[src/rtl/core/modbus_read_response_checker_top_assert.svh]
// Assertion macros used by the RTL of the Modbus reply checker.
// Every property is sampled on the rising edge of clk and is disabled while arst_n is low.
`ifndef MODBUS_READ_RESPONSE_CHECKER_TOP_ASSERT_SVH
`define MODBUS_READ_RESPONSE_CHECKER_TOP_ASSERT_SVH

`ifndef NO_ASSERTIONS

// The consequent must hold in the same cycle as the antecedent.
`define MRRC_ASSERT_IMP(lbl, ante, cons) \
	lbl: assert property (@(posedge clk) disable iff (!arst_n) (ante) |-> (cons)) \
		else $error("mrrc assertion failed");

// The consequent must hold in the cycle after the antecedent.
`define MRRC_ASSERT_NXT(lbl, ante, cons) \
	lbl: assert property (@(posedge clk) disable iff (!arst_n) (ante) |=> (cons)) \
		else $error("mrrc assertion failed");

`else

`define MRRC_ASSERT_IMP(lbl, ante, cons)
`define MRRC_ASSERT_NXT(lbl, ante, cons)

`endif

`endif

[src/rtl/core/mrrc_pkg.sv]
package mrrc_pkg;

	typedef struct packed {
		logic [1:0] func;
		logic [7:0] rx_byte;
	} item_t;

	typedef struct packed {
		logic [3:0]  status;
		logic [2:0]  channel;
		logic [13:0] voltage_mv;
		logic        reading_valid;
		logic        last;
	} result_t;

	// Control from the sequencer to the CRC unit.
	typedef struct packed {
		logic       clear;
		logic       start;
		logic [7:0] data;
	} crc_ctl_t;

	// Request to the calibration unit.
	typedef struct packed {
		logic        start;
		logic        raw_ok;
		logic [13:0] raw;
		logic [15:0] gain;
		logic [15:0] offset;
	} cal_req_t;

	localparam logic [1:0] FN_START   = 2'd0;
	localparam logic [1:0] FN_BYTE    = 2'd1;
	localparam logic [1:0] FN_TIMEOUT = 2'd2;

	localparam logic [3:0] ST_OK         = 4'd0;
	localparam logic [3:0] ST_NONE       = 4'd1;
	localparam logic [3:0] ST_SHORT      = 4'd2;
	localparam logic [3:0] ST_ADDR       = 4'd3;
	localparam logic [3:0] ST_EXCEPTION  = 4'd4;
	localparam logic [3:0] ST_FUNC       = 4'd5;
	localparam logic [3:0] ST_COUNT      = 4'd6;
	localparam logic [3:0] ST_INCOMPLETE = 4'd7;
	localparam logic [3:0] ST_CRC        = 4'd8;

	localparam logic [4:0]  FRAME_LEN     = 5'd21;
	localparam logic [4:0]  CRC_SPAN      = 5'd19;
	localparam logic [4:0]  MIN_LEN       = 5'd5;
	localparam logic [4:0]  IDX_ADDR      = 5'd0;
	localparam logic [4:0]  IDX_FUNC      = 5'd1;
	localparam logic [4:0]  IDX_COUNT     = 5'd2;
	localparam logic [4:0]  IDX_CRC_LO    = 5'd19;
	localparam logic [4:0]  IDX_CRC_HI    = 5'd20;
	localparam logic [4:0]  IDX_REG0_HI   = 5'd3;
	localparam logic [7:0]  SLAVE_ADDRESS = 8'd1;
	localparam logic [7:0]  FC_READ_HOLD  = 8'h03;
	localparam int          EXC_BIT       = 7;
	localparam logic [7:0]  REG_DATA_LEN  = 8'd16;
	localparam logic [15:0] CRC_INIT      = 16'hFFFF;
	localparam logic [15:0] CRC_POLY      = 16'hA001;
	localparam logic [13:0] FULL_SCALE_MV = 14'd10000;
	localparam logic [31:0] CAL_RESET     = 32'h4000_0000;

endpackage

[src/rtl/core/mrrc_crc.sv]
module mrrc_crc import mrrc_pkg::*; (
	input  logic     clk,
	input  logic     arst_n,
	input  crc_ctl_t ctl,
	output logic     busy,
	output logic [15:0] crc
);

	logic [15:0] crc_q;
	logic [2:0]  bit_q;
	logic        busy_q;

	// One shift of the reflected CRC-16 per cycle, eight per byte.
	always_ff @(posedge clk or negedge arst_n) begin
		if (!arst_n) begin
			crc_q  <= CRC_INIT;
			bit_q  <= '0;
			busy_q <= 1'b0;
		end else if (ctl.clear) begin
			crc_q  <= CRC_INIT;
			bit_q  <= '0;
			busy_q <= 1'b0;
		end else if (ctl.start) begin
			crc_q  <= crc_q ^ {8'h00, ctl.data};
			bit_q  <= '0;
			busy_q <= 1'b1;
		end else if (busy_q) begin
			crc_q <= crc_q[0] ? ((crc_q >> 1) ^ CRC_POLY) : (crc_q >> 1);
			bit_q <= bit_q + 3'd1;
			if (bit_q == 3'd7) begin
				busy_q <= 1'b0;
			end
		end
	end

	assign busy = busy_q;
	assign crc  = crc_q;

endmodule

[src/rtl/core/mrrc_cal.sv]
module mrrc_cal import mrrc_pkg::*; (
	input  logic        clk,
	input  cal_req_t    req,
	output logic [13:0] mv,
	output logic        ok
);

	logic [29:0] prod_s1;
	logic [15:0] off_s1;
	logic        ok_s1;
	logic [13:0] mv_s2;
	logic        ok_s2;
	logic [15:0] scaled;
	logic signed [17:0] sum;

	always_ff @(posedge clk) begin
		if (req.start) begin
			prod_s1 <= {16'h0000, req.raw} * {14'h0000, req.gain};
			off_s1  <= req.offset;
			ok_s1   <= req.raw_ok;
		end
	end

	always_comb begin
		scaled = prod_s1[29:14];
		sum    = $signed({2'b00, scaled}) + $signed({{2{off_s1[15]}}, off_s1});
	end

	// Clamp to 0..full scale; an out-of-range raw value reads as zero.
	always_ff @(posedge clk) begin
		ok_s2 <= ok_s1;
		if (!ok_s1 || sum[17]) begin
			mv_s2 <= '0;
		end else if (sum[16:0] > {3'b000, FULL_SCALE_MV}) begin
			mv_s2 <= FULL_SCALE_MV;
		end else begin
			mv_s2 <= sum[13:0];
		end
	end

	assign mv = mv_s2;
	assign ok = ok_s2;

endmodule

[src/rtl/core/modbus_read_response_checker_top.sv]
// Checks Modbus RTU read-holding-registers replies fed in one byte per transfer. A start
// transfer clears the frame; for each of the first 19 bytes the bit-serial CRC-16 unit shifts
// the byte in, and item_ready stays low meanwhile. The reply is checked on its 21st byte or
// on a timeout transfer. An error yields one status result; a good frame yields CHANNELS
// results, one at a time, each made by two reads of the frame memory and the two-stage
// multiply and clamp of the calibration unit, and held back while result_ready is low.
// Bytes and timeouts after the check are dropped until the next start.
module modbus_read_response_checker_top import mrrc_pkg::*; #(
	parameter int CHANNELS = 8
) (
	input  logic        clk,
	input  logic        arst_n,
	input  logic        item_valid,
	output logic        item_ready,
	input  item_t       item,
	output logic        result_valid,
	input  logic        result_ready,
	output result_t     result,
	input  logic        cfg_we,
	input  logic [2:0]  cfg_index,
	input  logic [31:0] cfg_wdata
);

	`include "modbus_read_response_checker_top_assert.svh"

	localparam int CH_W = (CHANNELS > 1) ? $clog2(CHANNELS) : 1;

	localparam logic [2:0] S_IDLE  = 3'd0;
	localparam logic [2:0] S_CHECK = 3'd1;
	localparam logic [2:0] S_RDHI  = 3'd2;
	localparam logic [2:0] S_RDLO  = 3'd3;
	localparam logic [2:0] S_MUL   = 3'd4;
	localparam logic [2:0] S_CAL   = 3'd5;
	localparam logic [2:0] S_EMIT  = 3'd6;

	logic [2:0]  state_q;
	logic [4:0]  cnt_q;
	logic        finished_q;
	logic [2:0]  ch_q;
	logic [31:0] cal_q [CHANNELS];
	logic [7:0]  frame_mem [21];
	logic [7:0]  rd_q;
	logic [4:0]  rd_addr;
	logic [7:0]  raw_hi_q;
	logic [7:0]  hdr_addr_q;
	logic [7:0]  hdr_func_q;
	logic [7:0]  hdr_count_q;
	logic [7:0]  crc_lo_q;
	logic [7:0]  crc_hi_q;
	logic        accept;
	logic        byte_take;
	logic        out_free;
	logic        load;
	logic        last_ch;
	logic [3:0]  status;
	logic [15:0] raw;
	logic [31:0] cal_word;
	crc_ctl_t    crc_ctl;
	cal_req_t    cal_req;
	logic        crc_busy;
	logic [15:0] crc;
	logic [13:0] cal_mv;
	logic        cal_ok;
	logic        result_valid_q;
	result_t     result_q;

	assign item_ready = (state_q == S_IDLE) && !crc_busy;
	assign accept     = item_valid && item_ready;
	assign byte_take  = accept && (item.func == FN_BYTE) && !finished_q && (cnt_q < FRAME_LEN);
	assign out_free   = !result_valid_q || result_ready;
	assign last_ch    = (ch_q == 3'(CHANNELS - 1));

	always_comb begin
		crc_ctl.clear = accept && (item.func == FN_START);
		crc_ctl.start = byte_take && (cnt_q < CRC_SPAN);
		crc_ctl.data  = item.rx_byte;
	end

	mrrc_crc u_crc (
		.clk    (clk),
		.arst_n (arst_n),
		.ctl    (crc_ctl),
		.busy   (crc_busy),
		.crc    (crc)
	);

	always_comb begin
		if (cnt_q == 5'd0) begin
			status = ST_NONE;
		end else if (cnt_q < MIN_LEN) begin
			status = ST_SHORT;
		end else if (hdr_addr_q != SLAVE_ADDRESS) begin
			status = ST_ADDR;
		end else if (hdr_func_q[EXC_BIT]) begin
			status = ST_EXCEPTION;
		end else if (hdr_func_q != FC_READ_HOLD) begin
			status = ST_FUNC;
		end else if (hdr_count_q != REG_DATA_LEN) begin
			status = ST_COUNT;
		end else if (cnt_q < FRAME_LEN) begin
			status = ST_INCOMPLETE;
		end else if ({crc_hi_q, crc_lo_q} != crc) begin
			status = ST_CRC;
		end else begin
			status = ST_OK;
		end
	end

	// Calibration words, one per channel.
	always_ff @(posedge clk or negedge arst_n) begin
		if (!arst_n) begin
			for (int i = 0; i < CHANNELS; i++) begin
				cal_q[i] <= CAL_RESET;
			end
		end else if (cfg_we && ({1'b0, cfg_index} < 4'(CHANNELS))) begin
			cal_q[cfg_index[CH_W-1:0]] <= cfg_wdata;
		end
	end

	// Frame memory and the header fields that the check needs at fixed places.
	always_ff @(posedge clk) begin
		if (byte_take) begin
			frame_mem[cnt_q] <= item.rx_byte;
			if (cnt_q == IDX_ADDR)   hdr_addr_q  <= item.rx_byte;
			if (cnt_q == IDX_FUNC)   hdr_func_q  <= item.rx_byte;
			if (cnt_q == IDX_COUNT)  hdr_count_q <= item.rx_byte;
			if (cnt_q == IDX_CRC_LO) crc_lo_q    <= item.rx_byte;
			if (cnt_q == IDX_CRC_HI) crc_hi_q    <= item.rx_byte;
		end
		rd_q <= frame_mem[rd_addr];
		if (state_q == S_RDLO) begin
			raw_hi_q <= rd_q;
		end
	end

	always_comb begin
		rd_addr = IDX_REG0_HI + {1'b0, ch_q, 1'b0};
		if (state_q == S_RDLO) begin
			rd_addr = IDX_REG0_HI + {1'b0, ch_q, 1'b0} + 5'd1;
		end
	end

	always_comb begin
		raw             = {raw_hi_q, rd_q};
		cal_word        = cal_q[ch_q[CH_W-1:0]];
		cal_req.start   = (state_q == S_MUL);
		cal_req.raw_ok  = (raw <= {2'b00, FULL_SCALE_MV});
		cal_req.raw     = raw[13:0];
		cal_req.gain    = cal_word[31:16];
		cal_req.offset  = cal_word[15:0];
	end

	mrrc_cal u_cal (
		.clk (clk),
		.req (cal_req),
		.mv  (cal_mv),
		.ok  (cal_ok)
	);

	always_ff @(posedge clk or negedge arst_n) begin
		if (!arst_n) begin
			state_q    <= S_IDLE;
			cnt_q      <= '0;
			finished_q <= 1'b0;
			ch_q       <= '0;
		end else begin
			case (state_q)
				S_IDLE: begin
					if (accept) begin
						if (item.func == FN_START) begin
							cnt_q      <= '0;
							finished_q <= 1'b0;
						end else if (byte_take) begin
							cnt_q <= cnt_q + 5'd1;
							if (cnt_q == FRAME_LEN - 5'd1) begin
								finished_q <= 1'b1;
								state_q    <= S_CHECK;
							end
						end else if (item.func == FN_TIMEOUT && !finished_q) begin
							finished_q <= 1'b1;
							state_q    <= S_CHECK;
						end
					end
				end
				S_CHECK: begin
					if (status == ST_OK) begin
						ch_q    <= '0;
						state_q <= S_RDHI;
					end else if (out_free) begin
						state_q <= S_IDLE;
					end
				end
				S_RDHI: state_q <= S_RDLO;
				S_RDLO: state_q <= S_MUL;
				S_MUL:  state_q <= S_CAL;
				S_CAL:  state_q <= S_EMIT;
				S_EMIT: begin
					if (out_free) begin
						if (last_ch) begin
							state_q <= S_IDLE;
						end else begin
							ch_q    <= ch_q + 3'd1;
							state_q <= S_RDHI;
						end
					end
				end
				default: state_q <= S_IDLE;
			endcase
		end
	end

	assign load = out_free && (((state_q == S_CHECK) && (status != ST_OK)) ||
		(state_q == S_EMIT));

	always_ff @(posedge clk or negedge arst_n) begin
		if (!arst_n) begin
			result_valid_q <= 1'b0;
		end else if (load) begin
			result_valid_q <= 1'b1;
		end else if (result_ready) begin
			result_valid_q <= 1'b0;
		end
	end

	always_ff @(posedge clk) begin
		if (load) begin
			if (state_q == S_CHECK) begin
				result_q.status        <= status;
				result_q.channel       <= '0;
				result_q.voltage_mv    <= '0;
				result_q.reading_valid <= 1'b0;
				result_q.last          <= 1'b1;
			end else begin
				result_q.status        <= ST_OK;
				result_q.channel       <= ch_q;
				result_q.voltage_mv    <= cal_mv;
				result_q.reading_valid <= cal_ok;
				result_q.last          <= last_ch;
			end
		end
	end

	assign result_valid = result_valid_q;
	assign result       = result_q;

	`MRRC_ASSERT_IMP(a_cnt_range, 1'b1, cnt_q <= FRAME_LEN)
	`MRRC_ASSERT_IMP(a_busy_finished, state_q != S_IDLE, finished_q)
	`MRRC_ASSERT_IMP(a_error_single, result_valid_q && (result_q.status != ST_OK),
		result_q.last && (result_q.channel == 3'd0) && !result_q.reading_valid)
	`MRRC_ASSERT_IMP(a_channel_range, result_valid_q && (result_q.status == ST_OK),
		{1'b0, result_q.channel} < 4'(CHANNELS))
	`MRRC_ASSERT_NXT(a_crc_idle, crc_ctl.start, crc_busy && (state_q == S_IDLE))

endmodule
[config.mk]
export PLATFORM = sky130hd
export DESIGN_NAME = modbus_read_response_checker_top
export DESIGN_NICKNAME = d
export VERILOG_FILES = /design/src/rtl/core/mrrc_pkg.sv /design/src/rtl/core/mrrc_crc.sv /design/src/rtl/core/mrrc_cal.sv /design/src/rtl/core/modbus_read_response_checker_top.sv
export VERILOG_INCLUDE_DIRS = /design/src /design/src/rtl/core
export SDC_FILE = /design/constraint.sdc
export NUM_CORES = 1
export LEC_CHECK = 0
export BUFFER_PORTS_ARGS = -buffer_cell sky130_fd_sc_hd__clkbuf_2
export CAP_MARGIN = 20
export CORE_MARGIN = 1.5
export CORE_UTILIZATION = 50
export CTS_BUF_LIST = sky130_fd_sc_hd__clkbuf_16
export DETAILED_ROUTE_END_ITERATION = 10
export GPL_ROUTABILITY_DRIVEN = 0
export PLACE_DENSITY_LB_ADDON = 0.08
export SETUP_SLACK_MARGIN = 0.1
export SYNTH_ARGS = -nofsm -noshare
export SYNTH_HDL_FRONTEND = slang
export SYNTH_SLANG_ARGS = --single-unit
[constraint.sdc]
create_clock -name clk -period 9.1 [get_ports clk]
set_input_delay 0.91 -clock clk [delete_from_list [all_inputs] [get_ports clk]]
set_output_delay 0.91 -clock clk [all_outputs]
set_load 0.05 [all_outputs]
Yosys cells after proc, flatten, opt, wreduce, memory -nomap -nowiden
Memory sizes are Yosys's and may differ from the RTL's. A register that Yosys moved wholly into a read port is not among the register bits.
Index checks and enable logic that the tools add are counted.
{"block": "op_classes", "div": 0, "eq_ne": 27, "multipliers": 1, "magnitude_cmp": 8, "n_shift": 0, "add_sub_neg": 6, "n_reduce_logical": 38, "muxes": 51, "n_bitwise": 4}
{"operator": "256-bit bitwise mux", "n": 1}
{"operator": "32-bit binary-select mux with 3-bit select", "n": 1}
{"operator": "32-bit demux with 3-bit select", "n": 1}
{"operator": "32-bit two-way mux", "n": 3}
{"operator": "16-bit two-way mux", "n": 4}
{"operator": "3-bit two-way mux", "n": 14}
{"operator": "4-bit two-way mux", "n": 8}
{"operator": "14-bit by 16-bit multiplier with 30-bit output", "n": 1}
{"operator": "3-bit case mux with 7 select lines", "n": 1}
{"operator": "17-bit by 16-bit adder with 18-bit output", "n": 1}
{"operator": "17-bit by 14-bit > comparator with 1-bit output (second input constant)", "n": 1}
{"operator": "16-bit by 14-bit <= comparator with 1-bit output (second input constant)", "n": 1}
{"operator": "16-bit != test", "n": 1}
{"operator": "16-bit by 8-bit XOR with 16-bit output", "n": 1}
{"operator": "3-bit == test (second input constant)", "n": 5}
{"operator": "5-bit two-way mux", "n": 3}
{"operator": "14-bit two-way mux", "n": 1}
{"operator": "1-bit two-way mux", "n": 12}
{"operator": "1-bit logical AND", "n": 11}
{"operator": "5-bit by 1-bit adder with 5-bit output (second input constant)", "n": 2}
{"operator": "5-bit == test (second input constant)", "n": 2}
{"operator": "5-bit less-than comparator (second input constant)", "n": 2}
{"operator": "2-bit != test (second input constant)", "n": 5}
{"operator": "2-bit AND reduction", "n": 5}
{"operator": "34 further kinds", "n": 48}
{"block": "totals", "memories": 1, "input_bits": 50, "latch_bits": 0, "romBits": 0, "ramBits": 168, "reg_bits": 422, "output_inout_bits": 25, "word_cells": 169}
{"memory": "frame_mem", "words": 21, "width": 8, "rd": 1, "rd_ports_with_merged_regs": 1, "wr": 1, "line": "modbus_read_response_checker_top.sv:41", "source": "logic [7:0] frame_mem [21];"}

Longest topological paths before layout
{"block": "logic_depth", "depth_word": 14, "depth_mapped": 28, "ltp_nobuf": 24}

Cells and area by module
From an unflattened synthesis, not the netlist that was laid out.
{"block": "hier_totals", "hier_cells": 2386, "area_unflattened_um2": 32377.3}
{"module": "modbus_read_response_checker_top", "cells_per_inst": 1300, "area_each_um2": 21839.7, "instances": 1, "seq_area_each_um2": 14078.5}
{"module": "mrrc_cal", "cells_per_inst": 988, "area_each_um2": 9449.1, "instances": 1, "seq_area_each_um2": 1291.2}
{"module": "mrrc_crc", "cells_per_inst": 98, "area_each_um2": 1088.5, "instances": 1, "seq_area_each_um2": 520.5}

Worst setup path before layout
OpenSTA, ideal clock, no wires.
{"block": "synth_path", "path_kind": "register -> register", "start": "register ch_q[0]", "end": "register u_cal.prod_s1[24], data pin", "required_ns": 8.842, "path_slack_ns": 1.534, "arrival_ns": 7.308, "stages_incl_launch_ff": 27, "setup_ns": 0.258, "path_buffers": 4, "synth_period_minus_slack_ns": 7.566, "path_cell_list": "dfrtp_1 > buf_4 > buf_6 > buf_2 > mux4_2 > mux2_2 > clkbuf_1 > and2_1 > fa_1 > inv_1 > fa_1 > inv_1 > fa_1 > inv_1 > fa_1 > inv_1 > fa_1 > fa_1 > ha_1 > a22o_1 > or4_1 > a221oi_1 > o41ai_4 > a31oi_2 > nor3_2 > a31oi_1 > xnor2_1"}
{"block": "synth_via", "elab_chain_cells": 5}
{"element": "start, declared", "line": "modbus_read_response_checker_top.sv:39", "source": "logic [2:0] ch_q;"}
{"element": "start signal, assigned", "line": "modbus_read_response_checker_top.sv:202", "source": "ch_q <= ch_q + 3'd1;"}
{"element": "3-bit NOT with 4-bit output (implied by the code)", "line": "modbus_read_response_checker_top.sv:145", "source": "cal_word = cal_q[ch_q[CH_W-1:0]];"}
{"element": "32-bit binary-select mux with 3-bit select", "line": "modbus_read_response_checker_top.sv:145"}
{"element": "32-bit two-way mux (implied by the code) (2 in a row)", "line": "modbus_read_response_checker_top.sv:145"}
{"element": "14-bit by 16-bit multiplier with 30-bit output", "line": "mrrc_cal.sv:18", "source": "prod_s1 <= {16'h0000, req.raw} * {14'h0000, req.gain};"}
{"element": "end signal, assigned", "line": "mrrc_cal.sv:18"}
{"element": "end, declared", "line": "mrrc_cal.sv:8", "source": "logic [29:0] prod_s1;"}
Every way passes these cells. The select of a mux whose other input is x is not followed.
A chain may end at the register's enable or synchronous reset.

Worst setup path after layout
Ends and elaborated chain as after synthesis.

==> summary.md <==
| Metric | Value |
|---|---|
| Setup Buffers After CTS | 0 |
| Placed insts | 3,253 |
| Gr usage total | 22.8% |
| Most used cell, CP | fa_1 |
| Effective utilization at floorplan | 50.6% |
| Synthesized cell area | 0.0320 mm^2 |
| Hold_ws | 0.285 ns |
| TritonCTS Buffers | 61 |
| Crit-path cells | buf_4, mux4_2, mux2i_1, buf_4, nand2b_1, fa_1, fa_1, inv_1, ha_1, fa_1, fa_1, inv_1, fa_1, inv_1, ha_1, a22o_1, or4_1, a221oi_1, o41ai_4, a31oi_2, nor3_2, a31oi_1, xnor2_1 |
| Vias in the first global route | 20,084 |
| Crit. End Element | flip-flop |
| Drt pass-1 iters | 5 |
| CTS tree | built |
| Critical-path top delay cell | dfrtp_4 |
| GRT overflow | 0 |
| Crit start category | flip-flop |
| Hold WC Path Type | primary input to asynchronous set/reset pin |
| Layout cells sized above 1 | 24.5% |
| Crit path max-delay family | adder cells |
| Reg clk slew, reported paths | 0.06 ns |
| Final hold violations | 0 |
| Total die area | 0.0655 mm^2 |
| H-tree Lvls | 2 |
| IO Port Bufs | 74 |
| HPWL after DPL | 47,900 um |
| Fin Clk Skew | 0.0664 ns |
| IO Count | 75 |
| TNS Setup | 0 ns |
| Row count | 92 |
| Synth top area cells | edfxtp_1 26%, dfrtp_1 21%, fa_1 10% |
| Later-pin clock latency in the skew report | 0.65 ns |
| Post-synth top area cell | edfxtp_1 |
| Final worst path period share | 87.0% |
| CTS Root Cell | clkbuf_16 |
| Post-synth net total | 2,752 |
| Post-Syn Instances | 2,419 |
| Synth Register Bits | 584 |
| Die X | 256 um |
| Yosys top cell area share | 25.5% |
| FMAX | 0.126 GHz |
| Fin. max-slew vios | 0 |
| Seq/Total Area, Yosys | 49.7% |
| Non-filler cells, final | 3,369 |
| Critical path class | flip-flop to flip-flop |
| Status | finished clean |
| Post-DRT Antenna Nets | 0 |
| Commonest cells in the netlist | 288 x mux2_2, 272 x edfxtp_1, 265 x dfrtp_1 |
| Required time worst endpoint | 9.50 ns |
| Max Buffers Root-to-Sink | 3 |
| Largest net degree at the start of global routing | 100 |
| Worst path arrival time | 8.32 ns |
| CTS resizes | 0 |
| Max cap viols | 0 |
| Syn avg cell area | 13.2 um^2 |
| Top FF cell, synth | edfxtp_1 |
| Final Net Count | 2,803 |
| Util after Layout | 55.9% |
| Most numerous cell in the Yosys netlist | mux2_2 |
| Post-synth EDFFs | 272 |
| Antenna Cells | 0 |
| Vias per cell | 5.64 |
| Core Area | 0.0632 mm^2 |
| Total wire length | 72,800 um |
| First-pass GRT wire length | 116,000 um |
| Crit path largest cell delay | 0.75 ns |
| First-iteration detailed-routing DRC count | 1,101 |
| Yosys cell types | 73 |
| Crit-path max FO | 24 |
| Period minus WS final | 7.92 ns |
| # setup viols final | 0 |
| DRC Markers | 0 |
| Buf+Inv Stages, Crit Path | 5 |
| Initial antenna violation count | 1 |
| RSZ-0062 raised after global routing | false |
| Asr flop ratio synth | 49.5% |
| DR WL/cell | 21.6 um |
| Chip Height | 256 um |
| Yosys warning count | 0 |
| Area growth syn-to-layout | 10.5% |
| Vias | 19,015 |
| Worst-Margin Slew | 1.11 ns |
| Rel. slew slack | 25.5% |
| Hold buffers post-CTS | 0 |
| Clock Sink Count | 584 |
[cell type report]
class / instances / area [um^2]
Inverter: 178 / 668
Clock buffer: 62 / 1550
Clock inverter: 54 / 551
Tap cell: 846 / 1060
Fill cell: 5096 / 27800
Multi-Input combinational cell: 1536 / 15000
Timing Repair Buffer: 109 / 643
Sequential cell: 584 / 15900
[flip-flops by register name, summed over array words and instances, names as in the netlist, 3 cells and up]
register       cells
result            23
cnt_q              5
crc_lo_q           8
ch_q               3
frame_mem        168
raw_hi_q           8
rd_q               8
u_crc.crc         16
u_crc.bit_q        3
hdr_count_q        8
hdr_addr_q         8
cal_q            256
u_cal.prod_s1     16
u_cal.mv          14
u_cal.off_s1      16
crc_hi_q           8
hdr_func_q         8
state_q            3
[layer usage]
layer  part of all wire (%)  vias up  global-route usage [%]  wire (um)
li1                       -     8651                       -          -
met5                  0.016        -                       0         12
met3                    3.7       89                    2.60       2690
met1                     45     9920                    31.7      33100
met2                     49      353                    38.4      35600
met4                    2.0        2                    5.31       1460
[path summary, 6_finish.rpt]
path | slack, ns | start | to | depth (start not counted)
min | 0.28 | arst_n | u_crc.busy | 1
min reg2reg | 0.43 | u_cal.ok_s1 | u_cal.ok | 0
max reg2reg | 1.18 | ch_q[0] | u_cal.prod_s1[24] | 23
min in group clk | 0.43 | u_cal.ok_s1 | u_cal.ok | 0
max | 1.18 | ch_q[0] | u_cal.prod_s1[24] | 23
max in group asynchronous | 6.61 | arst_n | cal_q[245] | 3
[metrics by stage]
stage / cell area (um^2) / setup WS [ns]
after floorplan: 32000 / 1.53
after global placement: 33200 / 1.28
after detailed placement: 33200 / 1.17
after CTS: 35300 / 1.14
after global routing: 35300 / 0.785
final: 35300 / 1.18
[worst reg2reg max path, stage by stage (launching register included)]
cell and delay, ns:
dfrtp_4 0.75, buf_4 0.37, mux4_2 0.54, mux2i_1 0.26
buf_4 0.28, nand2b_1 0.17, fa_1 0.46, fa_1 0.51
inv_1 0.04, ha_1 0.30, fa_1 0.51, fa_1 0.55
inv_1 0.05, fa_1 0.52, inv_1 0.04, ha_1 0.34
a22o_1 0.22, or4_1 0.39, a221oi_1 0.40, o41ai_4 0.23
a31oi_2 0.36, nor3_2 0.11, a31oi_1 0.21, xnor2_1 0.08
[kinds of logic after synthesis]
group | count (synthesis) | share of synthesized area [%]
AO/OA/AOI/OAI | 251 | 5.22
adder cells (fa/ha/maj) | 283 | 14.9
buffers and inverters | 299 | 3.61
AND/OR/NAND/NOR | 567 | 8.96
multiplexers | 380 | 16.1
flip-flops | 584 | 49.7
XOR/XNOR | 55 | 1.51
[cell usage in the layout, fill, tap and decap left out, types with 12 or more instances in the layout]
master and count:
and2_1 110, clkbuf_16 62, ha_1 118, nand4_1 15, clkbuf_2 73, nor3_1 20, nand2b_1 32, o22ai_1 17
mux4_2 78, edfxtp_1 272, nor2b_1 36, nor4_1 12, nor2_1 81, a21oi_1 62, xnor2_1 41, mux2i_1 12
nand3_1 17, dfstp_2 24, xor2_1 14, mux2_2 288, a21o_1 24, a31oi_1 14, fa_1 165, inv_1 186
o21a_1 13, nand2_1 199, o21ai_0 39, buf_4 35, dfrtp_1 262, dfxtp_1 23
Power is not shown: default switching activity piles up to over one toggle a cycle in this logic, so the estimate is an artifact.
